**config.mk**
```make
export PLATFORM = sky130hd
export DESIGN_NAME = tilt_compass_heading_filter
export DESIGN_NICKNAME = d
export VERILOG_FILES = /design/src/rtl/core/tcf_pkg.sv /design/src/rtl/core/tilt_compass_heading_filter.sv /design/src/rtl/core/tcf_div.sv /design/src/rtl/core/tcf_cordic.sv
export VERILOG_INCLUDE_DIRS = /design/src /design/src/rtl/core
export SDC_FILE = /design/constraint.sdc
export NUM_CORES = 2
export LEC_CHECK = 0
export ABC_AREA = 1
export BUFFER_PORTS_ARGS = -buffer_cell sky130_fd_sc_hd__buf_2
export CAP_MARGIN = 40
export CORE_MARGIN = 1.5
export CORE_UTILIZATION = 48
export DETAILED_ROUTE_END_ITERATION = 8
export GPL_TIMING_DRIVEN = 0
export PLACE_DENSITY_LB_ADDON = 0.05
export SYNTH_ARGS = -nofsm -noshare
export SYNTH_HDL_FRONTEND = slang
export SYNTH_SLANG_ARGS = --single-unit
```
**constraint.sdc**
```tcl
create_clock -name i_clk -period 11.9 [get_ports i_clk]
set_input_delay 0 -clock i_clk [delete_from_list [all_inputs] [get_ports i_clk]]
set_output_delay 0 -clock i_clk [all_outputs]
set_load 0.005 [all_outputs]
```
**src/rtl/core/tilt_compass_heading_filter_macros.svh**
```systemverilog
// assertion macros shared by the heading filter rtl
`ifndef TILT_COMPASS_HEADING_FILTER_MACROS_SVH
`define TILT_COMPASS_HEADING_FILTER_MACROS_SVH

// same-cycle implication, clocked on i_clk, off during reset
`define TCF_ASSERT_IMP(lbl, ante, cons, msg) \
    lbl: assert property (@(posedge i_clk) disable iff (!i_rst_n) (ante) |-> (cons)) \
        else $error(msg);

// next-cycle implication, clocked on i_clk, off during reset
`define TCF_ASSERT_NXT(lbl, ante, cons, msg) \
    lbl: assert property (@(posedge i_clk) disable iff (!i_rst_n) (ante) |=> (cons)) \
        else $error(msg);

`endif

```
**src/rtl/core/tcf_pkg.sv**
```systemverilog
// shared types, constants and the cordic arctangent table
package tcf_pkg;

    localparam int MAG_GAIN     = 766;
    localparam int CORDIC_STEPS = 28;
    localparam int XW           = 36;
    localparam logic [XW-1:0] CORDIC_INV_GAIN = 36'd652032874;

    localparam logic [1:0] REG_SENSORS = 2'd0;
    localparam logic [1:0] REG_BIAS_X  = 2'd1;
    localparam logic [1:0] REG_BIAS_Y  = 2'd2;
    localparam logic [1:0] REG_BIAS_Z  = 2'd3;

    typedef struct packed {
        logic start;
        logic rotate;
    } t_cordic_req;

    typedef struct packed {
        logic               done;
        logic [15:0]        angle;
        logic signed [15:0] sin_q15;
        logic signed [15:0] cos_q15;
    } t_cordic_res;

    function automatic logic [31:0] f_atan(input logic [4:0] idx);
        logic [31:0] v;
        case (idx)
            5'd0:  v = 32'h20000000;
            5'd1:  v = 32'h12E4051E;
            5'd2:  v = 32'h09FB385B;
            5'd3:  v = 32'h051111D4;
            5'd4:  v = 32'h028B0D43;
            5'd5:  v = 32'h0145D7E1;
            5'd6:  v = 32'h00A2F61E;
            5'd7:  v = 32'h00517C55;
            5'd8:  v = 32'h0028BE53;
            5'd9:  v = 32'h00145F2F;
            5'd10: v = 32'h000A2F98;
            5'd11: v = 32'h000517CC;
            5'd12: v = 32'h00028BE6;
            5'd13: v = 32'h000145F3;
            5'd14: v = 32'h0000A2FA;
            5'd15: v = 32'h0000517D;
            5'd16: v = 32'h000028BE;
            5'd17: v = 32'h0000145F;
            5'd18: v = 32'h00000A30;
            5'd19: v = 32'h00000518;
            5'd20: v = 32'h0000028C;
            5'd21: v = 32'h00000146;
            5'd22: v = 32'h000000A3;
            5'd23: v = 32'h00000051;
            5'd24: v = 32'h00000029;
            5'd25: v = 32'h00000014;
            5'd26: v = 32'h0000000A;
            5'd27: v = 32'h00000005;
            default: v = 32'h00000000;
        endcase
        return v;
    endfunction

endpackage

```
**src/rtl/core/tilt_compass_heading_filter.sv**
```systemverilog
// top level: apb registers, sequencer, cross product, heading ring and mean
//
//  channel   direction  handshake             payload
//  input     in         i_valid / o_ready     i_raw_mag_x/y/z, i_raw_acc_x/y/z
//  output    out        o_valid / i_ready     o_scaled_mag_*, o_east_*, o_heading, o_heading_updated
//  config    in         apb psel/penable      paddr, pwdata, prdata
//
// with both sensors on, an item passes through three divider runs, a cross product on one
// multiplier, and three 28-step cordic runs plus normalization; with the magnetometer only
// it passes through the divider runs alone, and with neither it goes straight to the output.
// reset is synchronous active low and needs no clearing pass; ring valid bits clear at once.
// o_ready drops for the whole item; a finished result waits in the output register.
module tilt_compass_heading_filter #(
    parameter int FILTER_DEPTH = 7
) (
    input  logic               i_clk,
    input  logic               i_rst_n,
    input  logic               i_valid,
    output logic               o_ready,
    input  logic signed [15:0] i_raw_mag_x,
    input  logic signed [15:0] i_raw_mag_y,
    input  logic signed [15:0] i_raw_mag_z,
    input  logic signed [15:0] i_raw_acc_x,
    input  logic signed [15:0] i_raw_acc_y,
    input  logic signed [15:0] i_raw_acc_z,
    output logic               o_valid,
    input  logic               i_ready,
    output logic signed [15:0] o_scaled_mag_x,
    output logic signed [15:0] o_scaled_mag_y,
    output logic signed [15:0] o_scaled_mag_z,
    output logic signed [32:0] o_east_x,
    output logic signed [32:0] o_east_y,
    output logic signed [32:0] o_east_z,
    output logic [15:0]        o_heading,
    output logic               o_heading_updated,
    input  logic               psel,
    input  logic               penable,
    input  logic               pwrite,
    input  logic [3:0]         paddr,
    input  logic [31:0]        pwdata,
    output logic [31:0]        prdata,
    output logic               pready
);
    import tcf_pkg::*;

    `include "tilt_compass_heading_filter_macros.svh"

    localparam int PW = (FILTER_DEPTH > 1) ? $clog2(FILTER_DEPTH) : 1;
    localparam int SW = $clog2(FILTER_DEPTH + 1) + 16;

    typedef enum logic [2:0] {S_IDLE, S_DIV, S_CROSS, S_VEC1, S_ROT, S_VEC2, S_DONE} t_state;

    // configuration
    logic [1:0]  r_en;
    logic [14:0] r_bias_x;
    logic [14:0] r_bias_y;
    logic [14:0] r_bias_z;

    // sequencer and held values
    t_state             r_state;
    logic signed [15:0] r_raw [3];
    logic signed [15:0] r_mag [3];
    logic signed [15:0] r_acc [3];
    logic signed [32:0] r_east [3];
    logic [15:0]        r_heading;
    logic               r_upd;
    logic [1:0]         r_axis;
    logic [2:0]         r_cnt;
    logic signed [31:0] r_prod;
    logic               r_div_start;
    t_cordic_req        r_creq;
    logic signed [XW-1:0] r_cx;
    logic signed [XW-1:0] r_cy;
    logic [15:0]        r_ca;
    logic signed [SW-1:0] r_ssum;
    logic signed [SW-1:0] r_csum;
    logic [PW-1:0]      r_pos;
    logic [FILTER_DEPTH-1:0] r_vld;

    // ring memory
    logic signed [15:0] r_smem [FILTER_DEPTH];
    logic signed [15:0] r_cmem [FILTER_DEPTH];
    logic signed [15:0] r_rd_s;
    logic signed [15:0] r_rd_c;

    // output register
    logic               r_o_valid;
    logic signed [15:0] r_o_mag [3];
    logic signed [32:0] r_o_east [3];
    logic [15:0]        r_o_heading;
    logic               r_o_upd;

    logic               w_div_done;
    logic signed [15:0] w_div_q;
    logic signed [25:0] w_div_p;
    logic [14:0]        w_div_d;
    t_cordic_res        w_cres;
    logic signed [15:0] w_ma;
    logic signed [15:0] w_mb;
    logic [2:0]         w_idx;
    logic signed [15:0] w_old_s;
    logic signed [15:0] w_old_c;
    logic signed [SW-1:0] w_nssum;
    logic signed [SW-1:0] w_ncsum;
    logic               w_we;
    logic               w_wr;

    // ---------------- configuration port ----------------
    assign pready = 1'b1;
    assign w_wr   = psel && penable && pwrite;

    always_ff @(posedge i_clk) begin
        if (!i_rst_n) begin
            r_en     <= 2'd0;
            r_bias_x <= 15'd766;
            r_bias_y <= 15'd766;
            r_bias_z <= 15'd713;
        end else if (w_wr) begin
            case (paddr[3:2])
                REG_SENSORS: r_en     <= pwdata[1:0];
                REG_BIAS_X:  r_bias_x <= pwdata[14:0];
                REG_BIAS_Y:  r_bias_y <= pwdata[14:0];
                REG_BIAS_Z:  r_bias_z <= pwdata[14:0];
                default:     r_en     <= r_en;
            endcase
        end
    end

    always_comb begin
        case (paddr[3:2])
            REG_SENSORS: prdata = {30'd0, r_en};
            REG_BIAS_X:  prdata = {17'd0, r_bias_x};
            REG_BIAS_Y:  prdata = {17'd0, r_bias_y};
            REG_BIAS_Z:  prdata = {17'd0, r_bias_z};
            default:     prdata = 32'd0;
        endcase
    end

    // ---------------- shared units ----------------
    always_comb begin
        case (r_axis)
            2'd0:    w_div_d = r_bias_x;
            2'd1:    w_div_d = r_bias_y;
            default: w_div_d = r_bias_z;
        endcase
    end

    assign w_div_p = 26'(r_raw[r_axis]) * 26'sd766;

    tcf_div u_div (
        .i_clk   (i_clk),
        .i_rst_n (i_rst_n),
        .i_start (r_div_start),
        .i_p     (w_div_p),
        .i_div   (w_div_d),
        .o_done  (w_div_done),
        .o_q     (w_div_q)
    );

    tcf_cordic u_cordic (
        .i_clk   (i_clk),
        .i_rst_n (i_rst_n),
        .i_req   (r_creq),
        .i_x     (r_cx),
        .i_y     (r_cy),
        .i_angle (r_ca),
        .o_res   (w_cres)
    );

    // cross product operand order: my*az, mz*ay, mz*ax, mx*az, mx*ay, my*ax
    always_comb begin
        case (r_cnt)
            3'd0:    begin w_ma = r_mag[1]; w_mb = r_acc[2]; end
            3'd1:    begin w_ma = r_mag[2]; w_mb = r_acc[1]; end
            3'd2:    begin w_ma = r_mag[2]; w_mb = r_acc[0]; end
            3'd3:    begin w_ma = r_mag[0]; w_mb = r_acc[2]; end
            3'd4:    begin w_ma = r_mag[0]; w_mb = r_acc[1]; end
            3'd5:    begin w_ma = r_mag[1]; w_mb = r_acc[0]; end
            default: begin w_ma = 16'sd0;   w_mb = 16'sd0;   end
        endcase
    end

    assign w_idx = r_cnt - 3'd1;

    // running ring sums: drop the entry being replaced, add the new one
    assign w_old_s = r_vld[r_pos] ? r_rd_s : 16'sd0;
    assign w_old_c = r_vld[r_pos] ? r_rd_c : 16'sd0;
    assign w_nssum = r_ssum - SW'(w_old_s) + SW'(w_cres.sin_q15);
    assign w_ncsum = r_csum - SW'(w_old_c) + SW'(w_cres.cos_q15);
    assign w_we    = (r_state == S_ROT) && w_cres.done;

    always_ff @(posedge i_clk) begin
        if (w_we) begin
            r_smem[r_pos] <= w_cres.sin_q15;
            r_cmem[r_pos] <= w_cres.cos_q15;
        end
        r_rd_s <= r_smem[r_pos];
        r_rd_c <= r_cmem[r_pos];
    end

    // ---------------- sequencer ----------------
    always_ff @(posedge i_clk) begin
        if (!i_rst_n) begin
            r_state     <= S_IDLE;
            r_div_start <= 1'b0;
            r_creq      <= '0;
            r_axis      <= '0;
            r_cnt       <= '0;
            r_mag       <= '{default: '0};
            r_acc       <= '{default: '0};
            r_east      <= '{default: '0};
            r_heading   <= '0;
            r_upd       <= 1'b0;
            r_ssum      <= '0;
            r_csum      <= '0;
            r_pos       <= '0;
            r_vld       <= '0;
            r_o_valid   <= 1'b0;
        end else begin
            r_div_start  <= 1'b0;
            r_creq.start <= 1'b0;
            if (r_o_valid && i_ready) begin
                r_o_valid <= 1'b0;
            end
            case (r_state)
                S_IDLE: begin
                    if (i_valid) begin
                        r_raw[0] <= i_raw_mag_x;
                        r_raw[1] <= i_raw_mag_y;
                        r_raw[2] <= i_raw_mag_z;
                        r_upd    <= 1'b0;
                        if (r_en[1]) begin
                            r_acc[0] <= i_raw_acc_x;
                            r_acc[1] <= i_raw_acc_y;
                            r_acc[2] <= i_raw_acc_z;
                        end
                        if (r_en[0]) begin
                            r_axis      <= 2'd0;
                            r_div_start <= 1'b1;
                            r_state     <= S_DIV;
                        end else begin
                            r_state <= S_DONE;
                        end
                    end
                end
                S_DIV: begin
                    if (w_div_done) begin
                        r_mag[r_axis] <= w_div_q;
                        if (r_axis == 2'd2) begin
                            r_cnt   <= '0;
                            r_state <= r_en[1] ? S_CROSS : S_DONE;
                        end else begin
                            r_axis      <= r_axis + 2'd1;
                            r_div_start <= 1'b1;
                        end
                    end
                end
                S_CROSS: begin
                    r_prod <= w_ma * w_mb;
                    // even slot loads a component, odd slot subtracts the second product
                    if (r_cnt != 3'd0) begin
                        if (w_idx[0]) begin
                            r_east[w_idx[2:1]] <= r_east[w_idx[2:1]] - 33'(r_prod);
                        end else begin
                            r_east[w_idx[2:1]] <= 33'(r_prod);
                        end
                    end
                    if (r_cnt == 3'd6) begin
                        r_cx    <= XW'(r_east[0]);
                        r_cy    <= XW'(r_east[1]);
                        r_creq  <= '{start: 1'b1, rotate: 1'b0};
                        r_state <= S_VEC1;
                    end else begin
                        r_cnt <= r_cnt + 3'd1;
                    end
                end
                S_VEC1: begin
                    if (w_cres.done) begin
                        r_ca    <= w_cres.angle;
                        r_creq  <= '{start: 1'b1, rotate: 1'b1};
                        r_state <= S_ROT;
                    end
                end
                S_ROT: begin
                    if (w_cres.done) begin
                        r_ssum       <= w_nssum;
                        r_csum       <= w_ncsum;
                        r_vld[r_pos] <= 1'b1;
                        r_pos        <= (r_pos == PW'(FILTER_DEPTH - 1)) ? '0 : r_pos + 1'b1;
                        r_cx         <= XW'(w_ncsum);
                        r_cy         <= XW'(w_nssum);
                        r_creq       <= '{start: 1'b1, rotate: 1'b0};
                        r_state      <= S_VEC2;
                    end
                end
                S_VEC2: begin
                    if (w_cres.done) begin
                        r_heading <= w_cres.angle;
                        r_upd     <= 1'b1;
                        r_state   <= S_DONE;
                    end
                end
                S_DONE: begin
                    if (!r_o_valid || i_ready) begin
                        r_o_mag     <= r_mag;
                        r_o_east    <= r_east;
                        r_o_heading <= r_heading;
                        r_o_upd     <= r_upd;
                        r_o_valid   <= 1'b1;
                        r_state     <= S_IDLE;
                    end
                end
                default: r_state <= S_IDLE;
            endcase
        end
    end

    assign o_ready           = (r_state == S_IDLE);
    assign o_valid           = r_o_valid;
    assign o_scaled_mag_x    = r_o_mag[0];
    assign o_scaled_mag_y    = r_o_mag[1];
    assign o_scaled_mag_z    = r_o_mag[2];
    assign o_east_x          = r_o_east[0];
    assign o_east_y          = r_o_east[1];
    assign o_east_z          = r_o_east[2];
    assign o_heading         = r_o_heading;
    assign o_heading_updated = r_o_upd;

    `TCF_ASSERT_NXT(a_busy_after_transfer, i_valid && o_ready, !o_ready,
        "input accepted while an item is in flight")
    `TCF_ASSERT_IMP(a_ring_pos_range, 1'b1, 32'(r_pos) < FILTER_DEPTH,
        "ring position beyond filter depth")
    `TCF_ASSERT_IMP(a_updated_needs_both, o_valid && o_heading_updated, r_en == 2'b11,
        "heading marked updated without both sensors enabled")
    `TCF_ASSERT_IMP(a_cordic_start_state, r_creq.start,
        r_state == S_VEC1 || r_state == S_ROT || r_state == S_VEC2,
        "cordic started outside an angle phase")

endmodule

```
**src/rtl/core/tcf_div.sv**
```systemverilog
// bit-serial restoring divider for magnetometer axis scaling, with saturation
module tcf_div (
    input  logic               i_clk,
    input  logic               i_rst_n,
    input  logic               i_start,
    input  logic signed [25:0] i_p,
    input  logic [14:0]        i_div,
    output logic               o_done,
    output logic signed [15:0] o_q
);
    logic        r_busy;
    logic        r_done;
    logic [4:0]  r_cnt;
    logic [14:0] r_rem;
    logic [24:0] r_num;
    logic [24:0] r_q;
    logic [14:0] r_div;
    logic        r_neg;
    logic        r_pzero;
    logic        r_dzero;
    logic [25:0] w_mag;
    logic [15:0] w_trial;
    logic        w_fit;

    assign w_mag   = i_p[25] ? 26'(-i_p) : 26'(i_p);
    assign w_trial = {r_rem, r_num[24]};
    assign w_fit   = w_trial >= {1'b0, r_div};

    always_ff @(posedge i_clk) begin
        if (!i_rst_n) begin
            r_busy <= 1'b0;
            r_done <= 1'b0;
            r_cnt  <= '0;
        end else begin
            r_done <= 1'b0;
            if (i_start) begin
                r_busy  <= 1'b1;
                r_cnt   <= '0;
                r_rem   <= '0;
                r_num   <= w_mag[24:0];
                r_q     <= '0;
                r_div   <= i_div;
                r_neg   <= i_p[25];
                r_pzero <= (i_p == '0);
                r_dzero <= (i_div == '0);
            end else if (r_busy) begin
                r_rem <= w_fit ? 15'(w_trial - {1'b0, r_div}) : w_trial[14:0];
                r_num <= {r_num[23:0], 1'b0};
                r_q   <= {r_q[23:0], w_fit};
                r_cnt <= r_cnt + 5'd1;
                if (r_cnt == 5'd24) begin
                    r_busy <= 1'b0;
                    r_done <= 1'b1;
                end
            end
        end
    end

    always_comb begin
        if (r_dzero) begin
            o_q = r_pzero ? 16'sd0 : (r_neg ? -16'sd32768 : 16'sd32767);
        end else if (r_neg) begin
            o_q = (r_q > 25'd32768) ? -16'sd32768 : 16'(-$signed({1'b0, r_q}));
        end else begin
            o_q = (r_q > 25'd32767) ? 16'sd32767 : $signed(r_q[15:0]);
        end
    end

    assign o_done = r_done;

endmodule

```
**src/rtl/core/tcf_cordic.sv**
```systemverilog
// shared cordic: vectoring gives a 16-bit angle, rotation gives q1.15 sine and cosine
module tcf_cordic (
    input  logic                            i_clk,
    input  logic                            i_rst_n,
    input  tcf_pkg::t_cordic_req            i_req,
    input  logic signed [tcf_pkg::XW-1:0]   i_x,
    input  logic signed [tcf_pkg::XW-1:0]   i_y,
    input  logic [15:0]                     i_angle,
    output tcf_pkg::t_cordic_res            o_res
);
    import tcf_pkg::*;

    typedef enum logic [1:0] {S_IDLE, S_NORM, S_ITER} t_state;

    t_state               r_state;
    logic                 r_rotate;
    logic                 r_done;
    logic [4:0]           r_i;
    logic signed [XW-1:0] r_x;
    logic signed [XW-1:0] r_y;
    logic [31:0]          r_z;
    logic signed [XW-1:0] w_dx;
    logic signed [XW-1:0] w_dy;
    logic signed [XW-1:0] w_ay;
    logic signed [XW-1:0] w_m;
    logic                 w_sub;
    logic [31:0]          w_z0;
    logic [31:0]          w_zr;
    logic signed [XW-1:0] w_sx;
    logic signed [XW-1:0] w_sy;

    assign w_dx  = r_y >>> r_i;
    assign w_dy  = r_x >>> r_i;
    assign w_ay  = r_y[XW-1] ? -r_y : r_y;
    assign w_m   = (r_x > w_ay) ? r_x : w_ay;
    assign w_sub = r_rotate ? !r_z[31] : r_y[XW-1];
    assign w_z0  = {i_angle, 16'h0000};

    always_ff @(posedge i_clk) begin
        if (!i_rst_n) begin
            r_state <= S_IDLE;
            r_done  <= 1'b0;
            r_i     <= '0;
        end else begin
            r_done <= 1'b0;
            case (r_state)
                S_IDLE: begin
                    if (i_req.start) begin
                        r_rotate <= i_req.rotate;
                        r_i      <= '0;
                        if (i_req.rotate) begin
                            // second and third quadrant start from the negative axis
                            if (i_angle[15] != i_angle[14]) begin
                                r_x <= -$signed(CORDIC_INV_GAIN);
                                r_z <= w_z0 ^ 32'h80000000;
                            end else begin
                                r_x <= $signed(CORDIC_INV_GAIN);
                                r_z <= w_z0;
                            end
                            r_y     <= '0;
                            r_state <= S_ITER;
                        end else if (i_x == '0 && i_y == '0) begin
                            r_z    <= '0;
                            r_done <= 1'b1;
                        end else if (i_x[XW-1]) begin
                            r_x     <= -i_x;
                            r_y     <= -i_y;
                            r_z     <= 32'h80000000;
                            r_state <= S_NORM;
                        end else begin
                            r_x     <= i_x;
                            r_y     <= i_y;
                            r_z     <= '0;
                            r_state <= S_NORM;
                        end
                    end
                end
                S_NORM: begin
                    // bring the larger magnitude up to 2^30, eight bits at a time when far below
                    if (w_m[XW-1:30] != '0) begin
                        r_state <= S_ITER;
                    end else if (w_m[XW-1:22] == '0) begin
                        r_x <= r_x <<< 8;
                        r_y <= r_y <<< 8;
                    end else begin
                        r_x <= r_x <<< 1;
                        r_y <= r_y <<< 1;
                    end
                end
                S_ITER: begin
                    if (w_sub) begin
                        r_x <= r_x - w_dx;
                        r_y <= r_y + w_dy;
                        r_z <= r_z - f_atan(r_i);
                    end else begin
                        r_x <= r_x + w_dx;
                        r_y <= r_y - w_dy;
                        r_z <= r_z + f_atan(r_i);
                    end
                    r_i <= r_i + 5'd1;
                    if (r_i == 5'(CORDIC_STEPS - 1)) begin
                        r_state <= S_IDLE;
                        r_done  <= 1'b1;
                    end
                end
                default: r_state <= S_IDLE;
            endcase
        end
    end

    // round to q1.15 with floor, then saturate
    assign w_sx = (r_x + XW'(16384)) >>> 15;
    assign w_sy = (r_y + XW'(16384)) >>> 15;
    assign w_zr = r_z + 32'h00008000;

    always_comb begin
        o_res.done  = r_done;
        o_res.angle = w_zr[31:16];
        if (w_sy > XW'(32767))       o_res.sin_q15 = 16'sd32767;
        else if (w_sy < -XW'(32768)) o_res.sin_q15 = -16'sd32768;
        else                         o_res.sin_q15 = w_sy[15:0];
        if (w_sx > XW'(32767))       o_res.cos_q15 = 16'sd32767;
        else if (w_sx < -XW'(32768)) o_res.cos_q15 = -16'sd32768;
        else                         o_res.cos_q15 = w_sx[15:0];
    end

endmodule
```
### Yosys cells after proc, flatten, opt, wreduce, memory -nomap -nowiden

Memory sizes are Yosys's and may differ from the RTL's. A register that Yosys moved wholly into a read port is not among the register bits.
Index checks and enable logic that the tools add are counted.

| storage, ports and cells | value |
|---|---|
| bits in registers | 806 |
| bits in latches | 0 |
| output and inout port bits | 199 |
| memories | 5 |
| memory bits (writable) | 272 |
| ROM bits | 1,920 |

Memory list:

| name | words | width | rd ports | clocked after memory_dff | write ports | RTL line | RTL |
|---|---|---|---|---|---|---|---|
| (no name shown) | 32 | 30 | 1 | 1 | 0 | tcf_pkg.sv:28 | `case (idx)` |
| (no name shown) | 32 | 30 | 1 | 1 | 0 | tcf_pkg.sv:28 |  |
| r_cmem | 7 | 16 | 1 | 1 | 1 | tilt_compass_heading_filter.sv:82 | `logic signed [15:0] r_cmem [FILTER_DEPTH];` |
| r_smem | 7 | 16 | 1 | 1 | 1 | tilt_compass_heading_filter.sv:81 | `logic signed [15:0] r_smem [FILTER_DEPTH];` |
| r_raw | 3 | 16 | 1 | 1 | 3 | tilt_compass_heading_filter.sv:61 | `logic signed [15:0] r_raw [3];` |

| operators by class | value |
|---|---|
| multiplexer cells | 141 |
| $lt $le $gt $ge | 14 |
| shifts and indexed selects | 2 |
| equal/unequal tests | 39 |
| multiply operators | 2 |
| add/sub/neg operators | 26 |
| bitwise logic cells | 6 |
| reduce and logical (&&, ||, !) cells | 64 |
| divide/modulo/power cells | 0 |

Operator list:

| cell | number |
|---|---|
| 36-bit 2-to-1 mux | 21 |
| 32-bit 2-to-1 mux | 12 |
| 36-bit one-hot mux with 3 select lines | 2 |
| 16-bit 2-to-1 mux | 13 |
| 99-bit bitwise mux | 2 |
| 36-bit one-hot mux with 2 select lines | 2 |
| 32-bit one-hot mux with 4 select lines | 1 |
| 36-bit negator | 3 |
| 25-bit 2-to-1 mux | 4 |
| 33-bit 2-to-1 mux | 3 |
| 99-bit 2-to-1 mux | 1 |
| 16-bit one-hot mux with 3 select lines | 2 |
| 36-bit by 16-bit adder with 36-bit output, second input constant | 2 |
| 36-bit adder | 2 |
| 36-bit logical NOT | 2 |
| 36-bit by 5-bit >>> shifter with 36-bit output | 2 |
| 36-bit subtractor | 2 |
| 33-bit binary-select mux with 2-bit select | 1 |
| 33-bit demux with 2-bit select | 1 |
| 32-bit one-hot mux with 2 select lines | 1 |
| 48-bit bitwise mux | 1 |
| 21-bit by 16-bit greater-than comparator with 1-bit output, second input constant | 2 |
| 21-bit by 16-bit less-than comparator with 1-bit output, second input constant | 2 |
| 3-bit 2-to-1 mux | 14 |
| other kinds (68) | 196 |

### Logic depth before layout (Yosys ltp)

| logic depth | value |
|---|---|
| depth after elaboration | 8 |
| gate-level depth with buffers | 39 |

### Modules after synthesis

From an unflattened synthesis, not the netlist that was laid out.

| second synthesis, totals | value |
|---|---|
| cells, all modules | 11,016 |
| area, all modules | 84,568.6 µm² |

Modules (own cells, without submodules):

| module | times used | area an instance (µm²) | sequential area each (µm²) | cells an instance |
|---|---|---|---|---|
| tilt_compass_heading_filter | 1 | 53,356.2 | 23,582.6 | 5,850 |
| tcf_cordic | 1 | 25,263.0 | 3,913.8 | 4,379 |
| tcf_div | 1 | 5,949.5 | 2,632.5 | 787 |

### Worst setup path after synthesis

No wires, ideal clock.

| path | value |
|---|---|
| kind | input port to flip-flop |
| from | in i_rst_n |
| to | reg r_o_east (netlist bit o_east_x[0]), enable pin |
| buffers on the path | 2 |
| setup slack | -0.682 ns |
| data required time | 11.012 ns |
| arrival time | 11.694 ns |
| stages | 4 |
| cells stage by stage | clkbuf_1 > inv_2 > clkbuf_1 > nor3_1 |

| on the way | value |
|---|---|
| longest elaborated chain between the ends | 1 |

Ends and longest elaborated chain:

| item | RTL line | RTL |
|---|---|---|
| from (decl) | tilt_compass_heading_filter.sv:17 | `input logic i_rst_n,` |
| 3-bit AND reduction (no line) | - |  |
| to (signal assigned) | tilt_compass_heading_filter.sv:306 | `r_o_east <= r_east;` |
| to (decl) | tilt_compass_heading_filter.sv:89 | `logic signed [32:0] r_o_east [3];` |

No other way between the ends.
A chain may end at the register's enable or synchronous reset.

### Worst setup path in the final report

| path | value |
|---|---|
| from | reg r_cnt[0] |
| to | reg r_prod[30] (data pin) |

| on the way | value |
|---|---|
| longest elaborated chain between the ends | 4 |

Ends and longest elaborated chain:

| item | RTL line | RTL |
|---|---|---|
| from (decl) | tilt_compass_heading_filter.sv:68 | `logic [2:0] r_cnt;` |
| from (signal assigned) | tilt_compass_heading_filter.sv:274 | `r_cnt <= r_cnt + 3'd1;` |
| 3-bit == test, or another cell as far along | tilt_compass_heading_filter.sv:172 | `case (r_cnt)` |
| 2-bit OR reduction (no line) | - |  |
| 16-bit one-hot mux with 3 select lines | tilt_compass_heading_filter.sv:172 |  |
| 16-bit by 16-bit multiplier with 32-bit output (*) | tilt_compass_heading_filter.sv:259 | `r_prod <= w_ma * w_mb;` |
| to (signal assigned) | tilt_compass_heading_filter.sv:259 |  |
| to (decl) | tilt_compass_heading_filter.sv:69 | `logic signed [31:0] r_prod;` |

Every way passes the cells marked *; elsewhere a longest branch is shown, timed or not.

==> impl_metrics.ini <==
[outcome]
outcome = finished, final reports clean

[hold_path]
hold_path.class = in2reg

[place]
dp_hpwl_um = 263600
port_buffers = 300
finalWeightedCongestion = 1.087

[floorplan]
dieHeight_um = 416.0
start_util_pct = 48.31
io_pins = 338
core_area_sq_um = 169500
placementRows = 151
die-area_sq_um = 173000
dieWidth_um = 416.0

[timing]
fin_tns_setup_ps = 0
setup_viol = 0
max_freq_mhz = 100.6
rsz0062_at_grt = no
hold_ws_ps = 51.96
tightest_slew_ps = 1087
finalHoldViolations = 0
slew_headroom_pct = 25.66
slew_viol_final = 0
min_period_ps = 9940
fin_skew_ps = 99.35
fin_crit_sh_pct = 83.53

[route]
remaining_drc_errors = 0
viasPerCell = 5.690
postRouteWirelength_um = 328400
dr.pass1.iters = 7
wire_per_inst_um = 24.51
drt_iter0_drc = 7596
ant_nets = 0
vias = 76240

[critical_path]
cp.arrival_ps = 10490
critical_path_required_ps = 12450
cp-end-kind = flop
path_class = reg2reg
cp_max_fo = 12
critPathSlowestCell = a21oi_1
cp-start-kind = flop
crit_family = adder cells
cpPeakStageDelay_ps = 600
path_buf_inv = 8

[global_route]
grt_pass1_wl_um = 478800
grt_max_degree = 53
antenna_found_initial = 19
grt_pass1_vias = 73990
grt_usage_pct = 37.26
overflow = 0

[yosys]
async_flop_share_pct = 0
ys_warn_count = 0
synth_edf_count = 737
synth-main-ff-cell = edfxtp_1
seq_area_frac_synth_pct = 36.76
ys_seq_elements = 1135
ys_types = 77
synth_area_sq_um = 81870
syn_inst = 10350
avgSynthCellArea_sq_um = 7.911

[cts]
cts_sinks = 1135
cts-buffers-inserted = 121
cts_tree = yes
cts_root_buffer = clkbuf_16
clk_latency_ps = 820
clockBufferDepth = 3
cts.repair.resized = 0
cts.clk_slew.worst_paths_ps = 60
cts_max_level = 3

[power_and_ir_drop]
ir_worst_vdd_mv = 0.5138
power.density_nw_per_um2 = 234.2
p_leak_nw = 42.01

[finish]
final_layout_size_suffix_gt1_share_pct = 7.716
syn_to_final_growth_pct = 14.39
nets = 11970
fillers = 15980
layout_common_cells = nand2_1, inv_1, nor2_1, nand3_1, edfxtp_1
mostFrequentLayoutCell = nand2_1

[job]
max_cap_viol_count = 0
[cell usage after synthesis (all sizes together), types with 9 or more instances]
master  number  area share [%]
edfxtp     737              27
nand3b      19            0.17
o221ai      97             1.0
nand3      768             4.7
o22ai       27            0.21
o31ai       15            0.14
ha         391             6.0
a21boi      24            0.22
a21o        22            0.20
fa         379             9.3
nor3       111            0.75
a221oi      24            0.26
xor2       220             2.4
nand4       73            0.57
nor2       924             4.3
xnor2       85            0.91
a21oi      690             4.2
o21ai      750             4.7
a31oi       58            0.44
nor4        35            0.29
buf        123            0.92
clkbuf     276             1.3
nand2     2118             9.8
o21a        22            0.20
or2         43            0.33
o21bai      29            0.27
inv       1677             7.7
a221o        9            0.11
dfxtp      398             9.7
o211ai     120             1.1
a211oi      12            0.11
a22oi       20            0.18
clkinv      14           0.070
[path summary, 6_finish.rpt]
check | start | slack, ps | depth (start not counted) | end
worst min-delay path | i_rst_n | 50 | 4 | u_cordic.r_i[0]
worst min register to register | r_heading[10] | 430 | 0 | o_heading[10]
worst max register to register | r_cnt[0] | 1960 | 31 | r_prod[30]
worst max-delay path | r_cnt[0] | 1960 | 31 | r_prod[30]
[power by group]
group          internal, mW  leakage (nW)  switching [mW]  total [mW]
Combinational          3.95          29.9            8.98        12.9
Clock                  2.35          2.09            1.74        4.09
Sequential             4.58          10.0           0.323        4.90
[stage by stage]
stage          util [%]  power [mW]  instance area, sq um  setup slack [ps]  std cells
6_report          55.26       21.93                 93650              1960      13400
5_1_grt           55.25       23.47                 93630              1460      13390
4_1_cts           55.22       21.70                 93570              1919      13390
3_5_place_dp      51.57       17.54                 87390              1955      12970
3_3_place_gp      50.87       17.41                 86210            -607.7      12880
2_1_floorplan         -       13.64                 81930              4366      10370
[cells by family (layout without fill, tap and decap cells)]
group / Yosys count / after routing / share of synthesized area (%)
and+or+nand+nor: 4105 / 4105 / 21.10
buffers and inverters: 2090 / 2897 / 9.945
AOI/OAI and AO/OA: 1941 / 1941 / 13.62
DFF: 1135 / 1135 / 36.76
adders and majority gates: 770 / 770 / 15.24
xor gates and xnor gates: 305 / 305 / 3.304
other: 2 / 27 / 0.009173
muxes: 1 / 1 / 0.01223
[tightest hold or removal path, stage by stage]
cell and delay [ps]:
buf_2 100, clkbuf_1 200, nand2_1 380, inv_1 70
[layout make-up]
class / instances / area [sq um] / share of cell area, %
timing repair buffer: 576 / 4504 / 4.810
clock buffer: 155 / 3381 / 3.610
buffer: 399 / 1790 / 1.912
antenna: 9 / 22.52 / 0.02405
multi-input combinational: 7140 / 43780 / 46.75
inverter: 1691 / 6357 / 6.789
clock inverter: 76 / 933.4 / 0.9967
tap: 2218 / 2775 / 2.963
sequential: 1135 / 30100 / 32.14
[metal layers]
| metal | track usage [%] | share of wire, % | vias to the layer above |
|---|---|---|---|
| li1 | - | - | 35550 |
| met5 | 0 | 0.021 | - |
| met2 | 60.26 | 46 | 3405 |
| met3 | 6.629 | 7.8 | 890 |
| met1 | 45.53 | 39 | 36380 |
| met4 | 25.08 | 7.9 | 12 |
[sequential cells by signal (all words and copies together), names as in the netlist, 19 cells and up, named ones only]
register	cells
r_acc	48
r_csum	19
r_ssum	19
u_cordic.r_x	36
o_east_z	33
u_cordic.r_y	36
r_cx	33
u_div.r_num	24
r_smem	112
u_cordic.r_z	32
r_east	99
o_east_x	33
o_east_y	33
r_prod	32
u_div.r_q	25
r_mag	48
r_cmem	112
r_cy	33
r_raw	48
[timing repair]
action | CTS | global route
hold buffers | 187 | 0
hold endpoints to repair | 158 | 0
buffers inserted | 0 | 0
No activity file was read; power rests on OpenSTA's default activity.
